===== config.mk =====
export PLATFORM = sky130hd
export DESIGN_NAME = volume_render_compositor_unit_flat
export DESIGN_NICKNAME = d
export VERILOG_FILES = /design/src/rtl/core/vrc_pkg.sv /design/src/rtl/core/vrc_stream_if.sv /design/src/rtl/core/vrc_front.sv /design/src/rtl/core/vrc_queue.sv /design/src/rtl/core/vrc_back.sv /design/src/rtl/core/volume_render_compositor_unit.sv /design/src/flat_wrapper.sv
export SDC_FILE = /design/constraint.sdc
export NUM_CORES = 2
export LEC_CHECK = 0
export BUFFER_PORTS_ARGS = -buffer_cell sky130_fd_sc_hd__buf_2
export CAP_MARGIN = 20
export CELL_PAD_IN_SITES_DETAIL_PLACEMENT = 2
export CELL_PAD_IN_SITES_GLOBAL_PLACEMENT = 2
export CORE_ASPECT_RATIO = 1.75
export CORE_MARGIN = 4
export CORE_UTILIZATION = 30
export CTS_CLUSTER_DIAMETER = 40
export DETAILED_ROUTE_END_ITERATION = 7
export GPL_ROUTABILITY_DRIVEN = 1
export GPL_TIMING_DRIVEN = 0
export PLACE_DENSITY_LB_ADDON = 0.15
export SYNTH_ARGS = -nofsm -noshare
export SYNTH_HDL_FRONTEND = slang
export SYNTH_SLANG_ARGS = --single-unit

===== constraint.sdc =====
create_clock -name clk -period 22.9 [get_ports clk]
set_input_delay 2.29 -clock clk [delete_from_list [all_inputs] [get_ports clk]]
set_output_delay 2.29 -clock clk [all_outputs]
set_load 0.05 [all_outputs]

===== src/rtl/core/vrc_pkg.sv =====
// Package for the volume render compositor.
// Holds field widths, defaults and the types shared by the front, queue and back.
// Depends on nothing.
`default_nettype none

package vrc_pkg;

  localparam int FRACTION_BITS_DEF = 16;
  localparam int ALPHA_W           = 17;
  localparam int COLOR_W           = 16;
  localparam int DEPTH_W           = 32;
  localparam int CSUM_W            = 17;
  localparam int WEIGHT_W          = 17;
  localparam int OPACITY_W         = 17;

  typedef struct packed {
    logic [COLOR_W-1:0] red;
    logic [COLOR_W-1:0] green;
    logic [COLOR_W-1:0] blue;
    logic [DEPTH_W-1:0] depth;
    logic               last;
  } vrc_sample_t;

  typedef struct packed {
    logic full;
    logic empty;
  } vrc_qstat_t;

endpackage

`default_nettype wire


===== src/rtl/core/vrc_stream_if.sv =====
// Valid/ready channel interfaces for the compositor's sample input and result output.
// Depends on vrc_pkg for the field widths.
`default_nettype none

interface vrc_in_if;
  import vrc_pkg::*;
  logic               valid;
  logic               ready;
  logic [ALPHA_W-1:0] alpha;
  logic [COLOR_W-1:0] red_in;
  logic [COLOR_W-1:0] green_in;
  logic [COLOR_W-1:0] blue_in;
  logic [DEPTH_W-1:0] sample_depth;
  logic               last_sample;

  modport source (output valid, alpha, red_in, green_in, blue_in, sample_depth,
                  last_sample, input ready);
  modport sink (input valid, alpha, red_in, green_in, blue_in, sample_depth,
                last_sample, output ready);
endinterface

interface vrc_out_if;
  import vrc_pkg::*;
  logic                 valid;
  logic                 ready;
  logic [WEIGHT_W-1:0]  weight;
  logic [COLOR_W-1:0]   red_out;
  logic [COLOR_W-1:0]   green_out;
  logic [COLOR_W-1:0]   blue_out;
  logic [DEPTH_W-1:0]   depth_out;
  logic [OPACITY_W-1:0] opacity_out;
  logic                 ray_done;

  modport source (output valid, weight, red_out, green_out, blue_out, depth_out,
                  opacity_out, ray_done, input ready);
  modport sink (input valid, weight, red_out, green_out, blue_out, depth_out,
                opacity_out, ray_done, output ready);
endinterface

`default_nettype wire


===== src/rtl/core/vrc_front.sv =====
// Front end of the compositor: accepts samples, computes each weight and keeps transmittance.
// Depends on vrc_pkg and vrc_in_if; feeds vrc_queue.
`default_nettype none

module vrc_front #(
  parameter int FRACTION_BITS = vrc_pkg::FRACTION_BITS_DEF
) (
  input  wire logic                  clk,
  input  wire logic                  rst_n,
  vrc_in_if.sink                     in_chan,
  input  wire vrc_pkg::vrc_qstat_t   qstat,
  output logic                       push,
  output vrc_pkg::vrc_sample_t       push_smp,
  output logic [FRACTION_BITS:0]     push_w
);
  import vrc_pkg::*;

  localparam int TW = FRACTION_BITS + 1;
  localparam int AW = (TW > ALPHA_W) ? TW : ALPHA_W;
  localparam int MW = 2 * TW;
  localparam logic [TW-1:0] ONE  = TW'(1) << FRACTION_BITS;
  localparam logic [TW-1:0] HALF = TW'(1) << (FRACTION_BITS - 1);

  typedef enum logic {S_IDLE, S_PUSH} state_t;

  state_t          state_r;
  logic [TW-1:0]   trans_r;
  logic [TW-1:0]   trans_nxt;
  logic [MW-1:0]   prod_r;
  logic [MW-1:0]   prod_nxt;
  logic [MW-1:0]   rnd;
  vrc_sample_t     smp_r;
  logic [AW-1:0]   alpha_ext;
  logic [TW-1:0]   alpha_c;
  logic [TW-1:0]   w;
  logic            accept;

  assign in_chan.ready = (state_r == S_IDLE);
  assign accept        = in_chan.valid && in_chan.ready;

  assign alpha_ext = AW'(in_chan.alpha);
  assign alpha_c   = (alpha_ext > AW'(ONE)) ? ONE : alpha_ext[TW-1:0];
  assign prod_nxt  = MW'(alpha_c) * MW'(trans_r);

  assign rnd       = prod_r + MW'(HALF);
  assign w         = rnd[FRACTION_BITS+TW-1:FRACTION_BITS];
  assign trans_nxt = smp_r.last ? ONE : (trans_r - w);

  assign push     = (state_r == S_PUSH) && !qstat.full;
  assign push_smp = smp_r;
  assign push_w   = w;

  always_ff @(posedge clk) begin
    if (!rst_n) begin
      state_r <= S_IDLE;
      trans_r <= ONE;
    end else begin
      case (state_r)
        S_IDLE: begin
          if (accept) begin
            state_r <= S_PUSH;
          end
        end
        S_PUSH: begin
          if (push) begin
            trans_r <= trans_nxt;
            state_r <= S_IDLE;
          end
        end
        default: begin
          state_r <= S_IDLE;
        end
      endcase
    end
  end

  always_ff @(posedge clk) begin
    if (accept) begin
      prod_r      <= prod_nxt;
      smp_r.red   <= in_chan.red_in;
      smp_r.green <= in_chan.green_in;
      smp_r.blue  <= in_chan.blue_in;
      smp_r.depth <= in_chan.sample_depth;
      smp_r.last  <= in_chan.last_sample;
    end
  end

endmodule

`default_nettype wire


===== src/rtl/core/vrc_queue.sv =====
// Two-entry queue between the compositor's front and back ends.
// Depends on vrc_pkg for the status struct.
`default_nettype none

module vrc_queue #(
  parameter int DW = 8
) (
  input  wire logic                clk,
  input  wire logic                rst_n,
  input  wire logic                push,
  input  wire logic [DW-1:0]       push_data,
  input  wire logic                pop,
  output logic [DW-1:0]            pop_data,
  output vrc_pkg::vrc_qstat_t      qstat
);
  import vrc_pkg::*;

  logic [DW-1:0] mem_r [2];
  logic          wr_ptr_r;
  logic          rd_ptr_r;
  logic [1:0]    count_r;

  assign qstat.full  = (count_r == 2'd2);
  assign qstat.empty = (count_r == 2'd0);
  assign pop_data    = mem_r[rd_ptr_r];

  always_ff @(posedge clk) begin
    if (!rst_n) begin
      wr_ptr_r <= 1'b0;
      rd_ptr_r <= 1'b0;
      count_r  <= 2'd0;
    end else begin
      if (push) begin
        wr_ptr_r <= ~wr_ptr_r;
      end
      if (pop) begin
        rd_ptr_r <= ~rd_ptr_r;
      end
      case ({push, pop})
        2'b10:   count_r <= count_r + 2'd1;
        2'b01:   count_r <= count_r - 2'd1;
        default: count_r <= count_r;
      endcase
    end
  end

  always_ff @(posedge clk) begin
    if (push) begin
      mem_r[wr_ptr_r] <= push_data;
    end
  end

endmodule

`default_nettype wire


===== src/rtl/core/vrc_back.sv =====
// Back end of the compositor: weights colour and depth, accumulates, adds background.
// Depends on vrc_pkg and vrc_out_if; drains vrc_queue and holds the result register.
`default_nettype none

module vrc_back #(
  parameter int FRACTION_BITS = vrc_pkg::FRACTION_BITS_DEF
) (
  input  wire logic                  clk,
  input  wire logic                  rst_n,
  input  wire logic                  cfg_we,
  input  wire logic                  cfg_wdata,
  input  wire vrc_pkg::vrc_qstat_t   qstat,
  input  wire vrc_pkg::vrc_sample_t  pop_smp,
  input  wire logic [FRACTION_BITS:0] pop_w,
  output logic                       pop,
  vrc_out_if.source                  out_chan
);
  import vrc_pkg::*;

  localparam int TW  = FRACTION_BITS + 1;
  localparam int CW  = (TW > CSUM_W) ? TW : CSUM_W;
  localparam int PW  = TW + COLOR_W;
  localparam int DPW = TW + DEPTH_W;
  localparam logic [TW-1:0] ONE  = TW'(1) << FRACTION_BITS;
  localparam logic [TW-1:0] HALF = TW'(1) << (FRACTION_BITS - 1);
  localparam logic [CSUM_W-1:0]   MAX_CSUM = '1;
  localparam logic [COLOR_W-1:0]  MAX_COL  = '1;
  localparam logic [DEPTH_W-1:0]  MAX_DEP  = '1;
  localparam logic [WEIGHT_W-1:0] MAX_W17  = '1;

  typedef enum logic {B_IDLE, B_ACC} state_t;

  state_t             state_r;
  logic               wb_r;
  logic [CSUM_W-1:0]  sum_red_r, sum_green_r, sum_blue_r;
  logic [CSUM_W-1:0]  sum_red_nxt, sum_green_nxt, sum_blue_nxt;
  logic [DEPTH_W-1:0] sum_depth_r, sum_depth_nxt;
  logic [TW-1:0]      sum_op_r, sum_op_nxt;
  logic [PW-1:0]      pr_r, pg_r, pb_r;
  logic [DPW-1:0]     pd_r;
  logic [TW-1:0]      w_r;
  logic               last_r;
  logic               load;
  logic [DPW-1:0]     rd;
  logic [DEPTH_W:0]   qd;
  logic [DEPTH_W+1:0] sd;
  logic [TW:0]        so;
  logic [TW-1:0]      bg;
  logic               bg_en;
  logic [CW-1:0]      w_ext, op_ext;

  logic                 ov_r;
  logic [WEIGHT_W-1:0]  wt_r;
  logic [COLOR_W-1:0]   ro_r, go_r, bo_r;
  logic [DEPTH_W-1:0]   do_r;
  logic [OPACITY_W-1:0] oo_r;
  logic                 done_r;

  function automatic logic [CSUM_W-1:0] acc_col(input logic [CSUM_W-1:0] sum,
                                                input logic [PW-1:0] prod);
    logic [PW-1:0]     rnd;
    logic [CSUM_W:0]   tot;
    rnd = prod + PW'(HALF);
    tot = {1'b0, sum} + {1'b0, rnd[PW-1:FRACTION_BITS]};
    return tot[CSUM_W] ? MAX_CSUM : tot[CSUM_W-1:0];
  endfunction

  function automatic logic [COLOR_W-1:0] col_out(input logic [CSUM_W-1:0] sum,
                                                 input logic en,
                                                 input logic [TW-1:0] bgv);
    logic [CW:0] tot;
    tot = (CW+1)'(sum) + (en ? (CW+1)'(bgv) : '0);
    return (tot > (CW+1)'(MAX_COL)) ? MAX_COL : tot[COLOR_W-1:0];
  endfunction

  assign pop  = (state_r == B_IDLE) && !qstat.empty;
  assign load = (state_r == B_ACC) && (!ov_r || out_chan.ready);

  always_comb begin
    sum_red_nxt   = acc_col(sum_red_r, pr_r);
    sum_green_nxt = acc_col(sum_green_r, pg_r);
    sum_blue_nxt  = acc_col(sum_blue_r, pb_r);
    rd            = pd_r + DPW'(HALF);
    qd            = rd[DPW-1:FRACTION_BITS];
    sd            = {2'b00, sum_depth_r} + {1'b0, qd};
    sum_depth_nxt = (sd[DEPTH_W+1:DEPTH_W] != 2'b00) ? MAX_DEP : sd[DEPTH_W-1:0];
    so            = {1'b0, sum_op_r} + {1'b0, w_r};
    sum_op_nxt    = (so > {1'b0, ONE}) ? ONE : so[TW-1:0];
    bg            = ONE - sum_op_nxt;
    bg_en         = last_r && wb_r;
    w_ext         = CW'(w_r);
    op_ext        = CW'(sum_op_nxt);
  end

  always_ff @(posedge clk) begin
    if (!rst_n) begin
      state_r     <= B_IDLE;
      wb_r        <= 1'b0;
      ov_r        <= 1'b0;
      sum_red_r   <= '0;
      sum_green_r <= '0;
      sum_blue_r  <= '0;
      sum_depth_r <= '0;
      sum_op_r    <= '0;
    end else begin
      if (cfg_we) begin
        wb_r <= cfg_wdata;
      end
      if (load) begin
        ov_r <= 1'b1;
      end else if (out_chan.ready) begin
        ov_r <= 1'b0;
      end
      case (state_r)
        B_IDLE: begin
          if (pop) begin
            state_r <= B_ACC;
          end
        end
        B_ACC: begin
          if (load) begin
            state_r     <= B_IDLE;
            sum_red_r   <= last_r ? '0 : sum_red_nxt;
            sum_green_r <= last_r ? '0 : sum_green_nxt;
            sum_blue_r  <= last_r ? '0 : sum_blue_nxt;
            sum_depth_r <= last_r ? '0 : sum_depth_nxt;
            sum_op_r    <= last_r ? '0 : sum_op_nxt;
          end
        end
        default: begin
          state_r <= B_IDLE;
        end
      endcase
    end
  end

  always_ff @(posedge clk) begin
    if (pop) begin
      pr_r   <= PW'(pop_w) * PW'(pop_smp.red);
      pg_r   <= PW'(pop_w) * PW'(pop_smp.green);
      pb_r   <= PW'(pop_w) * PW'(pop_smp.blue);
      pd_r   <= DPW'(pop_w) * DPW'(pop_smp.depth);
      w_r    <= pop_w;
      last_r <= pop_smp.last;
    end
    if (load) begin
      wt_r   <= (w_ext > CW'(MAX_W17)) ? MAX_W17 : w_ext[WEIGHT_W-1:0];
      ro_r   <= col_out(sum_red_nxt, bg_en, bg);
      go_r   <= col_out(sum_green_nxt, bg_en, bg);
      bo_r   <= col_out(sum_blue_nxt, bg_en, bg);
      do_r   <= sum_depth_nxt;
      oo_r   <= (op_ext > CW'(MAX_W17)) ? MAX_W17 : op_ext[OPACITY_W-1:0];
      done_r <= last_r;
    end
  end

  assign out_chan.valid       = ov_r;
  assign out_chan.weight      = wt_r;
  assign out_chan.red_out     = ro_r;
  assign out_chan.green_out   = go_r;
  assign out_chan.blue_out    = bo_r;
  assign out_chan.depth_out   = do_r;
  assign out_chan.opacity_out = oo_r;
  assign out_chan.ray_done    = done_r;

endmodule

`default_nettype wire


===== src/rtl/core/volume_render_compositor_unit.sv =====
// Top level of the volume render compositor: front end, queue and back end.
// Depends on vrc_pkg, vrc_stream_if, vrc_front, vrc_queue and vrc_back.
//
// Front-to-back alpha compositing of a ray, one result transaction per sample
// transaction. The front end takes no new sample until it has pushed the last
// one: it multiplies alpha by the running transmittance into prod_r, then rounds
// the weight and updates transmittance as it pushes, which waits while the queue is full.
// The back end registers the weighted colour and depth products on a pop, then
// accumulates them into the output register when that register is free. A
// two-entry queue and the output register let either side stall alone. The white
// background bit is written through cfg_we and cfg_wdata; the user must do so
// only while idle, as the block itself does not enforce it.
`default_nettype none

module volume_render_compositor_unit #(
  parameter int FRACTION_BITS = vrc_pkg::FRACTION_BITS_DEF
) (
  input  wire logic  clk,
  input  wire logic  rst_n,
  vrc_in_if.sink     in_chan,
  vrc_out_if.source  out_chan,
  input  wire logic  cfg_we,
  input  wire logic  cfg_wdata
);
  import vrc_pkg::*;

  localparam int TW = FRACTION_BITS + 1;
  localparam int DW = $bits(vrc_sample_t) + TW;

  logic              push;
  logic              pop;
  vrc_sample_t       push_smp;
  vrc_sample_t       pop_smp;
  logic [TW-1:0]     push_w;
  logic [TW-1:0]     pop_w;
  logic [DW-1:0]     pop_data;
  vrc_qstat_t        qstat;

  vrc_front #(.FRACTION_BITS(FRACTION_BITS)) u_front (
    .clk      (clk),
    .rst_n    (rst_n),
    .in_chan  (in_chan),
    .qstat    (qstat),
    .push     (push),
    .push_smp (push_smp),
    .push_w   (push_w)
  );

  vrc_queue #(.DW(DW)) u_queue (
    .clk       (clk),
    .rst_n     (rst_n),
    .push      (push),
    .push_data ({push_smp, push_w}),
    .pop       (pop),
    .pop_data  (pop_data),
    .qstat     (qstat)
  );

  assign pop_smp = pop_data[DW-1:TW];
  assign pop_w   = pop_data[TW-1:0];

  vrc_back #(.FRACTION_BITS(FRACTION_BITS)) u_back (
    .clk       (clk),
    .rst_n     (rst_n),
    .cfg_we    (cfg_we),
    .cfg_wdata (cfg_wdata),
    .qstat     (qstat),
    .pop_smp   (pop_smp),
    .pop_w     (pop_w),
    .pop       (pop),
    .out_chan  (out_chan)
  );

endmodule

`default_nettype wire


===== src/flat_wrapper.sv =====
// flat-port wrapper written by rule: the top's interface ports become plain ports
module volume_render_compositor_unit_flat import vrc_pkg::*;
#(
  parameter int FRACTION_BITS = vrc_pkg::FRACTION_BITS_DEF
)
  (clk, rst_n, cfg_we, cfg_wdata, in_chan_valid, in_chan_alpha, in_chan_red_in, in_chan_green_in, in_chan_blue_in, in_chan_sample_depth, in_chan_last_sample, in_chan_ready, out_chan_valid, out_chan_weight, out_chan_red_out, out_chan_green_out, out_chan_blue_out, out_chan_depth_out, out_chan_opacity_out, out_chan_ray_done, out_chan_ready);
  vrc_in_if in_chan_i ();
  vrc_out_if out_chan_i ();
  input  wire logic clk;
  input  wire logic rst_n;
  input  wire logic cfg_we;
  input  wire logic cfg_wdata;
  input wire logic [$bits(in_chan_i.valid)-1:0] in_chan_valid;
  input wire logic [$bits(in_chan_i.alpha)-1:0] in_chan_alpha;
  input wire logic [$bits(in_chan_i.red_in)-1:0] in_chan_red_in;
  input wire logic [$bits(in_chan_i.green_in)-1:0] in_chan_green_in;
  input wire logic [$bits(in_chan_i.blue_in)-1:0] in_chan_blue_in;
  input wire logic [$bits(in_chan_i.sample_depth)-1:0] in_chan_sample_depth;
  input wire logic [$bits(in_chan_i.last_sample)-1:0] in_chan_last_sample;
  output wire logic [$bits(in_chan_i.ready)-1:0] in_chan_ready;
  output wire logic [$bits(out_chan_i.valid)-1:0] out_chan_valid;
  output wire logic [$bits(out_chan_i.weight)-1:0] out_chan_weight;
  output wire logic [$bits(out_chan_i.red_out)-1:0] out_chan_red_out;
  output wire logic [$bits(out_chan_i.green_out)-1:0] out_chan_green_out;
  output wire logic [$bits(out_chan_i.blue_out)-1:0] out_chan_blue_out;
  output wire logic [$bits(out_chan_i.depth_out)-1:0] out_chan_depth_out;
  output wire logic [$bits(out_chan_i.opacity_out)-1:0] out_chan_opacity_out;
  output wire logic [$bits(out_chan_i.ray_done)-1:0] out_chan_ray_done;
  input wire logic [$bits(out_chan_i.ready)-1:0] out_chan_ready;
  assign in_chan_i.valid = in_chan_valid;
  assign in_chan_i.alpha = in_chan_alpha;
  assign in_chan_i.red_in = in_chan_red_in;
  assign in_chan_i.green_in = in_chan_green_in;
  assign in_chan_i.blue_in = in_chan_blue_in;
  assign in_chan_i.sample_depth = in_chan_sample_depth;
  assign in_chan_i.last_sample = in_chan_last_sample;
  assign in_chan_ready = in_chan_i.ready;
  assign out_chan_valid = out_chan_i.valid;
  assign out_chan_weight = out_chan_i.weight;
  assign out_chan_red_out = out_chan_i.red_out;
  assign out_chan_green_out = out_chan_i.green_out;
  assign out_chan_blue_out = out_chan_i.blue_out;
  assign out_chan_depth_out = out_chan_i.depth_out;
  assign out_chan_opacity_out = out_chan_i.opacity_out;
  assign out_chan_ray_done = out_chan_i.ray_done;
  assign out_chan_i.ready = out_chan_ready;
  volume_render_compositor_unit #(.FRACTION_BITS(FRACTION_BITS)) u_core (.clk(clk), .rst_n(rst_n), .in_chan(in_chan_i), .out_chan(out_chan_i), .cfg_we(cfg_we), .cfg_wdata(cfg_wdata));
endmodule

Word level (Yosys, flattened, before mapping)

Memory sizes are Yosys's and may differ from the RTL's. A register that Yosys moved wholly into a read port is not among the register bits.
Cells that the tools add are included.

Flip-flop bits (word level): 520
Memory bits (writable): 196
Input port bits: 104
Output and inout bits: 117
Word-level logic and storage cells: 110
Memories: 1

Memory list:

| memory               | words | width | rd ports | clocked after memory_dff | write ports | line            | source |
|---|---|---|---|---|---|---|---|
| u_core.u_queue.mem_r | 2     | 98    | 1        | 1                        | 1           | vrc_queue.sv:18 | `logic [DW-1:0] mem_r [2];` |

Add/sub/neg operators: 17
$mul: 5
$lt $le $gt $ge: 7
Equality and inequality tests: 3
Mux-type cells: 26
Bitwise operators: 4
Reduce and logical (&&, ||, !) cells: 15

Operators with widths:

| operator               | number |
|---|---|
| $mux 17                | 11 |
| $add 33x16->33 const B | 4 |
| $mul 17x16->33         | 3 |
| $add 17x17->18         | 5 |
| $mux 32                | 2 |
| $gt 18x16->1 const B   | 3 |
| $gt 17x17->1 const B   | 3 |
| $add 49x16->49 const B | 1 |
| $mul 17x32->49         | 1 |
| $add 17x18->18         | 2 |
| $add 32x33->34         | 1 |
| $mul 17x17->33         | 1 |
| $gt 18x17->1 const B   | 1 |
| $sub 17x17->17         | 1 |
| $sub 17x17->17 const A | 1 |
| $mux 1                 | 10 |
| $reduce_bool 2->1      | 3 |
| $logic_and 1x1->1      | 5 |
| $eq 2x2->1 const B     | 2 |
| $not 1->1              | 4 |
| $pmux 1 s2             | 2 |
| $pmux 2 s2             | 1 |
| $reduce_and 2->1       | 2 |
| $logic_not 1->1        | 3 |
| other kinds (5)        | 5 |

Longest topological paths before layout

Word-level depth: 7
Depth in mapped cells: 35
Mapped depth without buffers: 32

Modules after synthesis

Synthesis repeated with hierarchy kept, for this count alone.

Cell total of the unflattened synthesis: 8,230
Area total of the unflattened synthesis: 80,917.6 um^2

By module, submodules not included:

| module    | instances | cells an instance | area an instance (um^2) | sequential area each (um^2) |
|---|---|---|---|---|
| vrc_back  | 1         | 6,488             | 59,663.5                | 8,698.3 |
| vrc_front | 1         | 1,415             | 13,968.4                | 3,333.2 |
| vrc_queue | 1         | 327               | 7,285.7                 | 5,985.7 |

Least setup slack after synthesis

No wires, ideal clock.

Path type: reg-to-reg
Start: register with a tool-made name
End: register u_core.u_back.pr_r[32], data pin
Setup time: 0.260 ns
Data arrival time: 9.067 ns
Data required time: 22.640 ns
Path slack: 13.573 ns
Cell stages (with the launch flop): 33
Path buffers: 5
Period minus slack after synthesis: 9.327 ns
Path through: dfxtp_1 -> clkbuf_1 -> buf_1 -> clkbuf_1 -> clkbuf_1 -> buf_1 -> mux2_2 -> nand2_1 -> fa_1 -> inv_1 -> fa_1 -> inv_1 -> fa_1 -> fa_1 -> inv_1 -> fa_1 -> inv_1 -> fa_1 -> inv_1 -> ha_1 -> a21o_1 -> a211o_1 -> a2111oi_2 -> o31ai_1 -> a21oi_1 -> o21ai_0 -> o41ai_2 -> o21ai_0 -> o41a_1 -> a211o_1 -> a21o_1 -> a21oi_1 -> xnor2_1

RTL lines:

| element                | line            | source |
|---|---|---|
| end signal: assignment | vrc_back.sv:139 | `pr_r <= PW'(pop_w) * PW'(pop_smp.red);` |
| end: declaration       | vrc_back.sv:39  | `logic [PW-1:0] pr_r, pg_r, pb_r;` |

==> summary.md <==
| Metric | Value |
|---|---|
| Post-synth EDFFs | 516 |
| Num CTS Buffers | 106 |
| Crit-path max FO | 10 |
| Commonest non-fill, non-tap cell in the layout | inv_1 |
| Max incr delay on CP | 0.87 ns |
| Width of the die | 398 um |
| Status | complete, no violations |
| CP Data Arrival Time | about 14 ns |
| Area Overhead vs Synth | 13.5% |
| Cts hold-fix bufs | 0 |
| Distinct cells, synth | 100 |
| Setup WS pre-CTS | 9.80 ns |
| Antenna viol nets, final | 0 |
| Pin count of the biggest net entering global routing | 64 |
| Critical Path RT | 23.39 ns |
| Setup ws final | about 10 ns |
| Async set-reset flop share out of synthesis | 0% |
| Hold Path Class | reg -> reg |
| Post-route clock skew | 0.0590 ns |
| #FFs+latches synth | 642 |
| CP most frequent cell | fa_1 |
| Met3 GRT Util | 2.11% |
| Remaining Overflow, GRT | 0 |
| Num Clock Sinks | between 600 and 700 |
| Starting DRT DRC Count | ~2,400 |
| Mean Syn Cell Area | just under 10 sq um |
| Seq/Total Area, Yosys | 22.5% |
| Cts repair resizes | 0 |
| CP endpoint kind | flop |
| Crit share post-route | 56.8% |
| Met2 usage | 46.0% |
| # rows | 250 |
| Die area | 0.275 sq mm |
| Share of cells above drive strength 1 | 8.23% |
| Initial antenna violation count | 30 |
| Unrepaired setup endpoints after global routing | false |
| Max-Cap Viols | 0 |
| Commonest cells after routing, fill and taps aside | inv_1 (1,505), nand2_1 (1,345), fa_1 (1,298) |
| Fin nets | approximately 11,000 |
| Final wirelength | 324,000 um |
| Slew headroom | 20.9% |
| Maximum buffer depth of the clock tree | 3 |
| H-tree levels | 3 |
| WHS | 0.444 ns |
| Worst-Skew Late Latency | 0.77 ns |
| I/O Buffers | 220 |
| Clock-pin slew on the worst setup and hold paths | 0.06 ns |
| Syn nets | between 10,000 and 15,000 |
| Gr busiest metal | met2 |
| Sum Neg Setup Slack | 0 ns |
| TritonCTS clock tree | done |
| Count of pins over their slew limit | 0 |
| Crit Path Category | reg -> reg |
| Postcts setup bufs | 0 |
| Die height | 691 um |
| DR vias | 60,013 |
| Endpoints failing hold | 0 |
| Placer congestion estimate | 0.884 |
| Io pins | 221 |
| Post-DP HPWL | between 200,000 and 300,000 um |
| CTS Root Cell | clkbuf_16 |
| M1 GR Usage | 24.7% |
| Number of global-route vias before repair | 71,429 |
| Avg Vias per Cell | 4.90 |
| Most frequently used flop master after synthesis | edfxtp_1 |
| Final setup viols | 0 |
| Global-route wire length before repair | 474,000 um |
| First-pass DRT Iterations | 5 |
| Slowest stage cell, crit path | clkbuf_1 |
| Worst-Margin Slew | 1.15 ns |
| Fmax | 76.8 MHz |
| DRC | 0 |
| Initial Util | 30.1% |
| Worst Setup Start Kind | flop |
| Tmin final | 13.01 ns |
| DP Area | around 0.087 sq mm |
| Fin area | 0.0907 sq mm |
| CORE AREA | between 0.2 and 0.3 sq mm |
| GRT Total Usage | 23.6% |
| YS warnings | 0 |
| Avg WL per Cell | 26.5 um |
| Mapped cell area | 0.0799 sq mm |
| Cells after synthesis | 8,185 |
[Yosys cell counts, types with 76 or more instances]
cell      count  area, sq um
nand2_1    1345         5050
nor2_1      586         2200
a21o_1       76          571
mux2i_1      86          861
and2_1      129          807
ha_1        689         8620
inv_1      1506         5650
xor2_1      107          937
dfxtp_1     126         2520
fa_1       1298        26000
nand3_1      84          420
clkbuf_1    312         1170
xnor2_1     222         1940
o21ai_0     132          661
a22o_1       78          683
a21oi_1     166          831
edfxtp_1    516        15500
mux2_2       78          878
[final cells by class]
| cell class | instances | area (sq um) |
|---|---|---|
| fill | 29390 | 175000 |
| multi-input combinational | 5684 | 55100 |
| sequential | 642 | 18000 |
| inverter | 1522 | 5720 |
| tap | 3528 | 4410 |
| clock buffer | 114 | 2700 |
| timing repair buffer | 314 | 2490 |
| buffer | 337 | 1310 |
| clock inverter | 87 | 1010 |
| antenna | 8 | 20.0 |
[registers in the layout (all words and copies together), names as in the netlist, 17 cells and up, named ones only]
signal	flops
u_core.u_back.pr_r	18
u_core.u_back.out_chan.depth_out	32
u_core.u_back.sum_depth_r	32
u_core.u_back.pd_r	34
u_core.u_back.pg_r	18
u_core.u_back.sum_blue_r	17
u_core.u_back.w_ext	17
u_core.u_back.pb_r	18
u_core.u_back.out_chan.opacity_out	17
u_core.u_back.sum_red_r	17
u_core.u_queue.mem_r	196
u_core.u_back.out_chan.weight	17
u_core.u_back.sum_op_r	17
u_core.u_front.push_smp	81
u_core.u_front.trans_r	17
u_core.u_back.sum_green_r	17
u_core.u_front.prod_r	18
[layer usage]
metal  share of wire, %  vias up
li1                   -    26504
met1                 36    31899
met2                 55     1085
met3                2.8      519
met4                6.1        6
met5              0.012        -
[per-stage QoR]
step	cells	utilization, %
2_1_floorplan	8185	-
3_3_place_gp	11933	32.2
3_5_place_dp	12024	32.8
4_1_cts	12225	34.2
5_1_grt	12229	34.2
6_report	12236	34.2
[logic make-up (layout without fill, tap and decap cells)]
logic type,count (synthesis),count (layout),share of synthesized area [%]
AND/OR/NAND/NOR,2495,2495,13.4
multiplexers,164,164,2.18
AO/OA/AOI/OAI,697,697,6.05
XOR/XNOR,329,329,3.60
buffers and inverters,1859,2374,8.76
flip-flops,642,642,22.5
other,0,8,0
adder cells (fa/ha/maj),1999,1999,43.4
[critical path: cells and delay by family (launching register included)]
| kind | cells | cell delay (ns) |
|---|---|---|
| multiplexers | 1 | 0.34 |
| XOR/XNOR | 1 | 0.08 |
| AO/OA/AOI/OAI | 12 | 4.22 |
| buffers and inverters | 12 | 4.06 |
| flip-flops | 1 | 0.32 |
| adder cells (fa/ha/maj) | 7 | 3.49 |
| AND/OR/NAND/NOR | 1 | 0.19 |
[path summary, 6_finish.rpt]
check / endpoint / slack [ns] / cells past startpoint / from
max: u_core.u_back.pr_r[32] / 9.89 / 34 / flop
min: u_core.u_queue.mem_r[1][29] / 0.44 / 0 / u_core.u_front.push_smp[12]
max reg2reg: u_core.u_back.pr_r[32] / 9.89 / 34 / flop
min reg2reg: u_core.u_queue.mem_r[1][29] / 0.44 / 0 / u_core.u_front.push_smp[12]
Power is left out: the tool's default activity adds up to more than one toggle a clock period on the data nets, which glitch-free logic cannot reach.
